**config.mk**
```make
export PLATFORM = sky130hd
export DESIGN_NAME = animation_frame_sequencer
export DESIGN_NICKNAME = d
export VERILOG_FILES = /design/src/afs_pkg.sv /design/src/afs_cfg_regs.sv /design/src/afs_core.sv /design/src/animation_frame_sequencer.sv
export SDC_FILE = /design/constraint.sdc
export NUM_CORES = 1
export LEC_CHECK = 0
export ABC_AREA = 1
export BUFFER_PORTS_ARGS = -buffer_cell sky130_fd_sc_hd__buf_2
export CORE_ASPECT_RATIO = 2
export CORE_MARGIN = 2
export CORE_UTILIZATION = 63
export DETAILED_ROUTE_END_ITERATION = 8
export PLACE_DENSITY = 0.94
export SYNTH_ARGS = -nofsm -noshare
export SYNTH_HDL_FRONTEND = slang
export SYNTH_HIERARCHICAL = 1
export SYNTH_SLANG_ARGS = --single-unit
```
**constraint.sdc**
```tcl
create_clock -name i_clk -period 6.5 [get_ports i_clk]
set_input_delay 0.975 -clock i_clk [delete_from_list [all_inputs] [get_ports i_clk]]
set_output_delay 0.975 -clock i_clk [all_outputs]
set_load 0.01 [all_outputs]
```
**src/afs_pkg.sv**
```systemverilog
// afs_pkg: shared types and codes for the animation frame sequencer
// no dependencies; used by every module of the block
`default_nettype none

package afs_pkg;

    localparam int unsigned FRAME_W = 16;
    localparam int unsigned DELTA_W = 24;
    localparam int unsigned PERIOD_W = 24;
    localparam int unsigned LOOP_W = 16;
    localparam int unsigned ACCUM_W = 32;
    localparam int unsigned CFG_IDX_W = 2;
    localparam int unsigned CFG_DATA_W = 24;

    // command codes
    localparam logic [2:0] CMD_TICK = 3'd0;
    localparam logic [2:0] CMD_START = 3'd1;
    localparam logic [2:0] CMD_STOP = 3'd2;
    localparam logic [2:0] CMD_PAUSE = 3'd3;
    localparam logic [2:0] CMD_RESUME = 3'd4;
    localparam logic [2:0] CMD_SETFRAME = 3'd5;

    // set-frame offset modes
    localparam logic [1:0] MODE_ABS = 2'd0;
    localparam logic [1:0] MODE_FROM_FIRST = 2'd1;
    localparam logic [1:0] MODE_FROM_CUR = 2'd2;
    localparam logic [1:0] MODE_BACK_LAST = 2'd3;

    // configuration register indexes
    localparam logic [CFG_IDX_W-1:0] CFG_FIRST_FRAME = 2'd0;
    localparam logic [CFG_IDX_W-1:0] CFG_LAST_FRAME = 2'd1;
    localparam logic [CFG_IDX_W-1:0] CFG_FRAME_PERIOD = 2'd2;
    localparam logic [CFG_IDX_W-1:0] CFG_REPEAT_LIMIT = 2'd3;

    typedef struct packed {
        logic [2:0]                command;
        logic signed [DELTA_W-1:0] time_delta;
        logic signed [FRAME_W-1:0] frame_offset;
        logic [1:0]                offset_mode;
    } t_in_item;

    typedef struct packed {
        logic signed [FRAME_W-1:0] current_frame;
        logic                      running;
        logic                      is_paused;
        logic [LOOP_W-1:0]         loops_done;
        logic                      wrapped;
        logic                      finished;
    } t_out_item;

    typedef struct packed {
        logic signed [FRAME_W-1:0] first_frame;
        logic signed [FRAME_W-1:0] last_frame;
        logic [PERIOD_W-1:0]       frame_period;
        logic [LOOP_W-1:0]         repeat_limit;
    } t_cfg;

endpackage

`default_nettype wire

```
**src/afs_cfg_regs.sv**
```systemverilog
// afs_cfg_regs: configuration register file of the frame sequencer
// depends on afs_pkg
`default_nettype none

module afs_cfg_regs (
    input  wire logic                             i_clk,
    input  wire logic                             i_rst_n,
    input  wire logic                             i_cfg_we,
    input  wire logic [afs_pkg::CFG_IDX_W-1:0]    i_cfg_idx,
    input  wire logic [afs_pkg::CFG_DATA_W-1:0]   i_cfg_data,
    output afs_pkg::t_cfg                         o_cfg
);

    afs_pkg::t_cfg r_cfg;

    always_ff @(posedge i_clk) begin
        if (!i_rst_n) begin
            r_cfg <= '0;
        end else if (i_cfg_we) begin
            unique case (i_cfg_idx)
                afs_pkg::CFG_FIRST_FRAME: begin
                    r_cfg.first_frame <= i_cfg_data[afs_pkg::FRAME_W-1:0];
                end
                afs_pkg::CFG_LAST_FRAME: begin
                    r_cfg.last_frame <= i_cfg_data[afs_pkg::FRAME_W-1:0];
                end
                afs_pkg::CFG_FRAME_PERIOD: begin
                    r_cfg.frame_period <= i_cfg_data[afs_pkg::PERIOD_W-1:0];
                end
                afs_pkg::CFG_REPEAT_LIMIT: begin
                    r_cfg.repeat_limit <= i_cfg_data[afs_pkg::LOOP_W-1:0];
                end
            endcase
        end
    end

    assign o_cfg = r_cfg;

endmodule

`default_nettype wire

```
**src/afs_core.sv**
```systemverilog
// afs_core: sequencer state and the per-command update logic
// depends on afs_pkg; the result is registered by the top level
`default_nettype none

module afs_core (
    input  wire logic               i_clk,
    input  wire logic               i_rst_n,
    input  wire logic               i_fire,
    input  wire afs_pkg::t_in_item  i_item,
    input  wire afs_pkg::t_cfg      i_cfg,
    output afs_pkg::t_out_item      o_res
);

    logic signed [afs_pkg::FRAME_W-1:0] r_frame, n_frame;
    logic [afs_pkg::LOOP_W-1:0]         r_loop, n_loop;
    logic [afs_pkg::ACCUM_W-1:0]        r_accum, n_accum;
    logic                               r_started, n_started;
    logic                               r_paused, n_paused;

    logic                               wrapped;
    logic                               finished;
    logic                               tick_ok;
    logic [afs_pkg::ACCUM_W:0]          acc_sum;
    logic [afs_pkg::ACCUM_W-1:0]        acc_sat;
    logic [afs_pkg::ACCUM_W-1:0]        period_ext;
    logic                               adv;
    logic signed [afs_pkg::FRAME_W:0]   nxt;
    logic                               over_last;
    logic [afs_pkg::LOOP_W-1:0]         loop_inc;
    logic                               limit_hit;
    logic signed [afs_pkg::FRAME_W:0]   first_ext;
    logic signed [afs_pkg::FRAME_W:0]   last_ext;
    logic signed [afs_pkg::FRAME_W:0]   offs_ext;
    logic signed [afs_pkg::FRAME_W:0]   tgt;
    logic signed [afs_pkg::FRAME_W-1:0] tgt_clamp;

    // tick path: saturating add, one frame step at most
    assign tick_ok = r_started && !r_paused && !i_item.time_delta[afs_pkg::DELTA_W-1];
    assign acc_sum = {1'b0, r_accum}
                   + {{(afs_pkg::ACCUM_W-afs_pkg::DELTA_W+2){1'b0}},
                      i_item.time_delta[afs_pkg::DELTA_W-2:0]};
    assign acc_sat = acc_sum[afs_pkg::ACCUM_W] ? '1 : acc_sum[afs_pkg::ACCUM_W-1:0];
    assign period_ext = {{(afs_pkg::ACCUM_W-afs_pkg::PERIOD_W){1'b0}}, i_cfg.frame_period};
    assign adv = acc_sat >= period_ext;

    assign first_ext = {i_cfg.first_frame[afs_pkg::FRAME_W-1], i_cfg.first_frame};
    assign last_ext = {i_cfg.last_frame[afs_pkg::FRAME_W-1], i_cfg.last_frame};
    assign offs_ext = {i_item.frame_offset[afs_pkg::FRAME_W-1], i_item.frame_offset};

    assign nxt = {r_frame[afs_pkg::FRAME_W-1], r_frame} + 17'sd1;
    assign over_last = nxt > last_ext;
    assign loop_inc = (r_loop != '1) ? r_loop + 1'b1 : r_loop;
    assign limit_hit = (i_cfg.repeat_limit != '0) && (loop_inc >= i_cfg.repeat_limit);

    // set-frame target at 17 bits, then raised to first and lowered to last
    always_comb begin
        unique case (i_item.offset_mode)
            afs_pkg::MODE_ABS:        tgt = offs_ext;
            afs_pkg::MODE_FROM_FIRST: tgt = first_ext + offs_ext;
            afs_pkg::MODE_FROM_CUR:   tgt = {r_frame[afs_pkg::FRAME_W-1], r_frame} + offs_ext;
            afs_pkg::MODE_BACK_LAST:  tgt = last_ext - offs_ext;
        endcase
        if (last_ext < tgt || last_ext < first_ext) begin
            tgt_clamp = i_cfg.last_frame;
        end else if (tgt < first_ext) begin
            tgt_clamp = i_cfg.first_frame;
        end else begin
            tgt_clamp = tgt[afs_pkg::FRAME_W-1:0];
        end
    end

    always_comb begin
        n_frame = r_frame;
        n_loop = r_loop;
        n_accum = r_accum;
        n_started = r_started;
        n_paused = r_paused;
        wrapped = 1'b0;
        finished = 1'b0;
        unique case (i_item.command)
            afs_pkg::CMD_TICK: begin
                if (tick_ok) begin
                    n_accum = acc_sat;
                    if (adv) begin
                        if (over_last) begin
                            wrapped = 1'b1;
                            n_loop = loop_inc;
                            if (limit_hit) begin
                                finished = 1'b1;
                                n_started = 1'b0;
                                n_paused = 1'b0;
                                n_frame = '0;
                                n_loop = '0;
                                n_accum = '0;
                            end else begin
                                n_frame = i_cfg.first_frame;
                                n_accum = acc_sat - period_ext;
                            end
                        end else begin
                            n_frame = nxt[afs_pkg::FRAME_W-1:0];
                            n_accum = acc_sat - period_ext;
                        end
                    end
                end
            end
            afs_pkg::CMD_START: begin
                if (i_cfg.first_frame != i_cfg.last_frame && i_cfg.frame_period != '0) begin
                    n_started = 1'b1;
                    n_paused = 1'b0;
                    n_frame = i_cfg.first_frame;
                    n_loop = '0;
                    n_accum = '0;
                end
            end
            afs_pkg::CMD_STOP: begin
                n_started = 1'b0;
                n_paused = 1'b0;
                n_frame = '0;
                n_loop = '0;
                n_accum = '0;
            end
            afs_pkg::CMD_PAUSE:  n_paused = 1'b1;
            afs_pkg::CMD_RESUME: n_paused = 1'b0;
            afs_pkg::CMD_SETFRAME: begin
                n_frame = tgt_clamp;
                n_accum = '0;
            end
            default: ;
        endcase
    end

    always_ff @(posedge i_clk) begin
        if (!i_rst_n) begin
            r_frame <= '0;
            r_loop <= '0;
            r_accum <= '0;
            r_started <= 1'b0;
            r_paused <= 1'b0;
        end else if (i_fire) begin
            r_frame <= n_frame;
            r_loop <= n_loop;
            r_accum <= n_accum;
            r_started <= n_started;
            r_paused <= n_paused;
        end
    end

    always_comb begin
        o_res.current_frame = n_frame;
        o_res.running = n_started;
        o_res.is_paused = n_paused;
        o_res.loops_done = n_loop;
        o_res.wrapped = wrapped;
        o_res.finished = finished;
    end

endmodule

`default_nettype wire

```
**src/animation_frame_sequencer.sv**
```systemverilog
// animation_frame_sequencer: top level with input and result registers
// depends on afs_pkg, afs_cfg_regs and afs_core
`default_nettype none

// Command-driven frame sequencer. Each beat on the input channel is one command
// (tick, start, stop, pause, resume, set frame) and yields exactly one result beat
// carrying the frame index and status after that command. One beat is taken every
// clock cycle unless the result register stalls with the input register full; a
// command travels through an input register and the state update logic into the
// result register, where it is loaded once the slot frees and taken when the output
// side is ready; a stalled result is held while the input register can take one
// more beat. The user must write configuration registers via the plain write port
// only while no command is in flight; the block does not enforce it. No read-back.
module animation_frame_sequencer (
    input  wire logic                           i_clk,
    input  wire logic                           i_rst_n,
    input  wire logic                           i_in_valid,
    output      logic                           o_in_ready,
    input  wire afs_pkg::t_in_item              i_in_data,
    output      logic                           o_out_valid,
    input  wire logic                           i_out_ready,
    output afs_pkg::t_out_item                  o_out_data,
    input  wire logic                           i_cfg_we,
    input  wire logic [afs_pkg::CFG_IDX_W-1:0]  i_cfg_idx,
    input  wire logic [afs_pkg::CFG_DATA_W-1:0] i_cfg_data
);

    logic               r_in_vld;
    afs_pkg::t_in_item  r_in_item;
    logic               r_out_vld;
    afs_pkg::t_out_item r_out_item;
    afs_pkg::t_cfg      cfg;
    afs_pkg::t_out_item res;
    logic               fire;

    // item in the input register moves on when the result slot frees up
    assign fire = r_in_vld && (!r_out_vld || i_out_ready);
    assign o_in_ready = !r_in_vld || fire;

    afs_cfg_regs u_cfg (
        .i_clk      (i_clk),
        .i_rst_n    (i_rst_n),
        .i_cfg_we   (i_cfg_we),
        .i_cfg_idx  (i_cfg_idx),
        .i_cfg_data (i_cfg_data),
        .o_cfg      (cfg)
    );

    afs_core u_core (
        .i_clk   (i_clk),
        .i_rst_n (i_rst_n),
        .i_fire  (fire),
        .i_item  (r_in_item),
        .i_cfg   (cfg),
        .o_res   (res)
    );

    always_ff @(posedge i_clk) begin
        if (!i_rst_n) begin
            r_in_vld <= 1'b0;
            r_out_vld <= 1'b0;
        end else begin
            if (o_in_ready) begin
                r_in_vld <= i_in_valid;
            end
            if (fire) begin
                r_out_vld <= 1'b1;
            end else if (i_out_ready) begin
                r_out_vld <= 1'b0;
            end
        end
    end

    always_ff @(posedge i_clk) begin
        if (o_in_ready && i_in_valid) begin
            r_in_item <= i_in_data;
        end
        if (fire) begin
            r_out_item <= res;
        end
    end

    assign o_out_valid = r_out_vld;
    assign o_out_data = r_out_item;

endmodule

`default_nettype wire

```
==> impl_metrics.ini, run 1 <==
[status]
run_status = finished with violations
violations = DRC

[clocking]
ctsResizeCount = 0
cts_max_level = 1
clk_latency_ns = 0.56
post-cts-setup-buffers = 0
cts_tree = built
cts_hold_buf = 0
cts.path.max_buffers = 3
cts_root_buf = clkbuf_16
numCtsBuffers = 22
cts.sinks = 221
clk_pin_slew_ns = 0.09

[die]
num_rows = 90
dieHeight_um = 249.9
die_area_um2 = 31730
coreArea_um2 = 29950
floorplan.initialDensity_pct = 63.60
ios = 114
die_w_um = 127.0

[global_route]
grt_pass1_vias = 18363
track_usage_pct = 35.61
antenna_found_initial = 0
grt_max_degree = 87
grt_pass1_wl_um = 92160
grt_overflow = 0

[flow_run]
maxCapViolations = 0

[placement]
portBuffers = 113
placedCellCount = 3344
dp_hpwl_um = 43160
gp_congestion = 1.063

[synth]
ys_seq_area_share_pct = 27.48
ys.flop_type = dfxtp_1
yosys.area.top_type = nand2_1
yosys_warnings = 6
syn_nets = 3185
synthesis.instances = 2939
syn_area_per_cell_um2 = 6.482
synth_edf_count = 81
synth_top_area_share_pct = 15.49
yosysUniqueCellTypes = 55
syn-cell-area_um2 = 19050
synthTopCellsByCount = nand2_1, inv_1, nor2_1
synth_seq_cells = 221
async_reset_ff_share_pct = 0
yosys.cell_count.top_type = nand2_1
synth_area_leaders = nand2_1, dfxtp_1, edfxtp_1

[power_and_ir_drop]
ir_worst_vdd_v = 0.0002389
power_density_nw_per_um2 = 225.2
p_leak_uw = 0.01042

[final_layout]
fillers = 2599
drive_above_1_share_pct = 9.218
final_cells = 3384
antenna_cells = 0
area_delta_synth_final_pct = 7.691
nNetsFinal = 3246

[timing]
period_share_pct = 89.73
skew_ns = 0.02712
slew_headroom_pct = 19.55
finalMaxSlewViolations = 0
finalSetupViolations = 0
rsz0062_at_grt = false
fin_setup_tns_ns = 0
finalHoldViolCount = 0
fin_crit_ns = 5.832
fmax_mhz = 171.5
tightest_slew_ns = 1.207

[setup_path]
required_ns = 6.94
regToRegSetupSlack_ns = 0.67
critPathKind = reg2reg
cpMostUsedCell = nand2_1
worstPathArrival_ns = 6.28
cp_max_fo = 18
cpPeakStageDelay_ns = 0.50
cp_slowest_cell = inv_1
start_kind = register
crit_path_end_kind = register

[drt]
dr.pass1.iters = 9
ant_nets = 0
wire_per_inst_um = 17.15
wl_um = 58030
routed-via-count = 20065
drc = 10
first_iter_violations = 2740
routed_via_density = 5.929

[worst_hold_path]
hold_class = reg2reg
-- critical path, delay by kind of cell, from the launching register on --
kind                     cells  cell delay (ns)
AO/OA/AOI/OAI                6             1.10
AND/OR/NAND/NOR             17             2.11
adder cells (fa/ha/maj)      4             1.18
buffers and inverters        7             0.93
flip-flops                   1             0.41
-- through the flow --
stage	setup WS, ns	hold slack, ns	power [µW]	area, µm²	util, %
final	0.6677	0.4772	4619	20510	68.49
after global routing	0.2244	0.5048	4866	20510	68.49
after CTS	0.6950	0.4813	4574	20510	68.48
after detailed placement	0.7320	0.4717	3218	19760	65.95
after global placement	0.9181	0.4683	3177	19760	65.95
after floorplan	2.004	0.4491	2833	19050	-
-- where the power goes --
| part | switching [µW] | total, µW | internal (µW) |
|---|---|---|---|
| logic | 1120 | 1650 | 537 |
| registers | 86.3 | 1610 | 1520 |
| clock network | 609 | 1350 | 746 |
-- flip-flops by register name, summed over array words and instances, names as in the netlist, 16 cells and up --
name and flops:
o_out_data 36, r_in_item 45, u_cfg/o_cfg 72, u_core/r_accum 32, u_core/r_frame 16, u_core/r_loop 16
-- final cells by class --
class / count / area [µm²] / share of cell area, %
multi-input combinational: 2163 / 11630 / 56.68
sequential: 221 / 5235 / 25.52
inverter: 462 / 1742 / 8.490
timing repair buffer: 130 / 693.2 / 3.379
clock buffer: 28 / 635.6 / 3.098
tap: 368 / 460.4 / 2.244
clock inverter: 12 / 121.4 / 0.5916
-- path summary, 6_finish.rpt --
| path | startpoint | endpoint | cells past startpoint |
|---|---|---|---|
| min reg2reg | u_core/r_accum[0] | u_core/r_accum[0] | 2 |
| min | u_core/r_accum[0] | u_core/r_accum[0] | 2 |
| max reg2reg | r_in_item[0] | u_core/r_frame[9] | 34 |
| max | r_in_item[0] | u_core/r_frame[9] | 34 |
-- logic make-up after synthesis --
kind of cell | synth area share (%)
compound gates | 14.17
xor+xnor | 2.667
fa+ha+maj | 11.32
buf+inv | 11.60
flops | 27.48
simple gates | 32.76
-- routing by layer --
layer / GRT usage (%) / up-vias / part of all wire (%)
li1: - / 9642 / -
met1: 48.04 / 8888 / 40
met2: 55.78 / 1300 / 44
met3: 5.509 / 235 / 11
met4: 16.83 / 0 / 5.4
met5: 0 / - / 0
-- layout by cell type (no fill, tap or decap), drive strengths merged, types with 39 or more instances in the layout --
| master | n |
|---|---|
| dfxtp | 140 |
| nand3 | 230 |
| nor2 | 307 |
| nand2 | 802 |
| nand4 | 39 |
| buf | 130 |
| a21oi | 249 |
| nor3 | 41 |
| o21ai | 151 |
| inv | 460 |
| xor2 | 46 |
| edfxtp | 81 |
| ha | 166 |
Note: power is estimated with default switching activity, not from simulation.
==> run 2: changes to the inputs <==
--- a/config.mk
+++ b/config.mk
@@ -7,9 +7,11 @@
 export LEC_CHECK = 0
 export ABC_AREA = 1
 export BUFFER_PORTS_ARGS = -buffer_cell sky130_fd_sc_hd__buf_2
+export CELL_PAD_IN_SITES_DETAIL_PLACEMENT = 1
+export CELL_PAD_IN_SITES_GLOBAL_PLACEMENT = 1
 export CORE_ASPECT_RATIO = 2
 export CORE_MARGIN = 2
-export CORE_UTILIZATION = 63
+export CORE_UTILIZATION = 45
 export DETAILED_ROUTE_END_ITERATION = 8
 export PLACE_DENSITY = 0.94
 export SYNTH_ARGS = -nofsm -noshare
==> constraint.sdc (replaced) <==
create_clock -name i_clk -period 6.5 [get_ports i_clk]
set_input_delay 0.975 -clock i_clk [delete_from_list [all_inputs] [get_ports i_clk]]
set_output_delay 0.975 -clock i_clk [all_outputs]
set_load 0.05 [all_outputs]
==> run 2 against run 1 <==
- the run now ends clean
- sequential share of layout area shrank 0.52 points
- non-clock buffer count is 21 higher
- largest cell class unchanged
- setup slack got worse by 0.35 ns
- flip-flop and latch count unchanged
- combinational power increased by 16%
- global-route usage grew 2.4 points
==> impl_metrics.ini, run 2 (synthesis results as in run 1) <==
[status]
run_status = complete, no violations

[die]
die_w_um = 149.5
floorplan.initialDensity_pct = 45.60
die_area_um2 = 44090
dieHeight_um = 295.0
ios = 114
num_rows = 106
coreArea_um2 = 41780

[power_and_ir_drop]
power_uw = 4959
power_density_nw_per_um2 = 236.8
ir_worst_vdd_v = 0.0002156
p_leak_uw = 0.01053

[setup_path]
worstPathArrival_ns = 6.63
start_kind = register
rr_worst_depth = 34
crit_path_end_kind = register
cpPeakStageDelay_ns = 0.44
critPathKind = reg2reg
cpMostUsedCell = nand2_1
cp_slowest_cell = ha_1
cp_max_fo = 22
required_ns = 6.95

[clocking]
cts.path.max_buffers = 3
cts_max_level = 1
cts_tree = built
clk_latency_ns = 0.57
cts_hold_buf = 0
cts_root_buf = clkbuf_16
cts.sinks = 221
clk_pin_slew_ns = 0.06
numCtsBuffers = 25

[final_layout]
fin_area_um2 = 20940
drive_above_1_share_pct = 9.892
fillers = 5640
layout_commonest_cell = nand2_1
antenna_cells = 0
area_delta_synth_final_pct = 9.938
final_cell_mix = nand2_1, inv_1, nor2_1
largest_register_ff_count = 72
multi_input_area_um2 = 11630
utilization_pct = 50.13
seqCellArea_um2 = 5235
nNetsFinal = 3270

[timing]
period_share_pct = 95.07
fmax_mhz = 161.8
fin_crit_ns = 6.180
rsz0062_at_grt = false
finalSetupViolations = 0
fin_setup_tns_ns = 0
tightest_slew_ns = 1.360
skew_ns = 0.02114
slew_headroom_pct = 8.488
finalHoldViolCount = 0
finalMaxSlewViolations = 0

[global_route]
track_usage_pct = 37.97
grt_pass1_wl_um = 126800
antenna_found_initial = 2
grt_pass1_vias = 23009
grt_overflow = 0
grt_max_degree = 87

[placement]
gp_congestion = 1.043
placement.cell_area_um2 = 20140
portBuffers = 113
dp_hpwl_um = 64840

[worst_hold_path]
hold_depth = 2
hold_class = reg2reg

[flow_run]
maxCapViolations = 0

[drt]
routed_via_density = 5.872
wl_um = 83920
first_iter_violations = 1128
ant_nets = 0
drc = 0
dr.pass1.iters = 5
routed-via-count = 21040
wire_per_inst_um = 23.42
run 2: repair_timing:
action,4_1_cts,5_1_grt
gates resized for setup,0,1
hold endpoints to repair,0,0
endpoints found under the setup margin,0,3
buffers inserted,0,0
run 2: final timing paths:
kind | start | end | slack [ns]
worst min-delay path | u_core/r_accum[19] | u_core/r_accum[19] | 0.48
worst max-delay path | r_in_item[0] | u_core/r_frame[14] | 0.32
worst max register to register | r_in_item[0] | u_core/r_frame[14] | 0.32
worst min register to register | u_core/r_accum[19] | u_core/r_accum[19] | 0.48
run 2: cell type report:
cell class | count | share of cell area (%)
clock buffer | 28 | 3.041
clock inverter | 18 | 0.7468
inverter | 462 | 8.316
multi-input combinational | 2163 | 55.55
sequential | 221 | 25.00
tap | 540 | 3.226
timing repair buffer | 151 | 4.122
run 2: power by group:
part / total, µW / switching [µW] / internal [µW]
logic: 1920 / 1350 / 566
clock network: 1420 / 663 / 760
registers: 1620 / 94.7 / 1520
total: 4960 / 2110 / 2850
run 2: per-stage QoR:
stage	cells	setup WS (ns)	hold slack [ns]
3_3_place_gp	3537	0.6519	0.4601
4_1_cts	3583	0.4123	0.4848
2_1_floorplan	2939	2.004	0.4491
3_5_place_dp	3537	0.4854	0.4756
6_report	3583	0.3204	0.4813
5_1_grt	3583	0.002031	0.5057
run 2: critical path, delay by kind of cell, from the launching register on:
kind / cells / cell delay (ns)
AO/OA/AOI/OAI: 4 / 1.02
AND/OR/NAND/NOR: 22 / 2.66
flip-flops: 1 / 0.39
adder cells (fa/ha/maj): 4 / 1.45
buffers and inverters: 4 / 0.55
run 2: per-layer routing:
layer,routed length [µm],GRT usage [%],up-vias
met3,5110,8.920,507
met5,31,0,-
li1,-,-,9687
met4,11440,43.34,4
met2,43090,69.46,841
met1,24240,30.00,10001
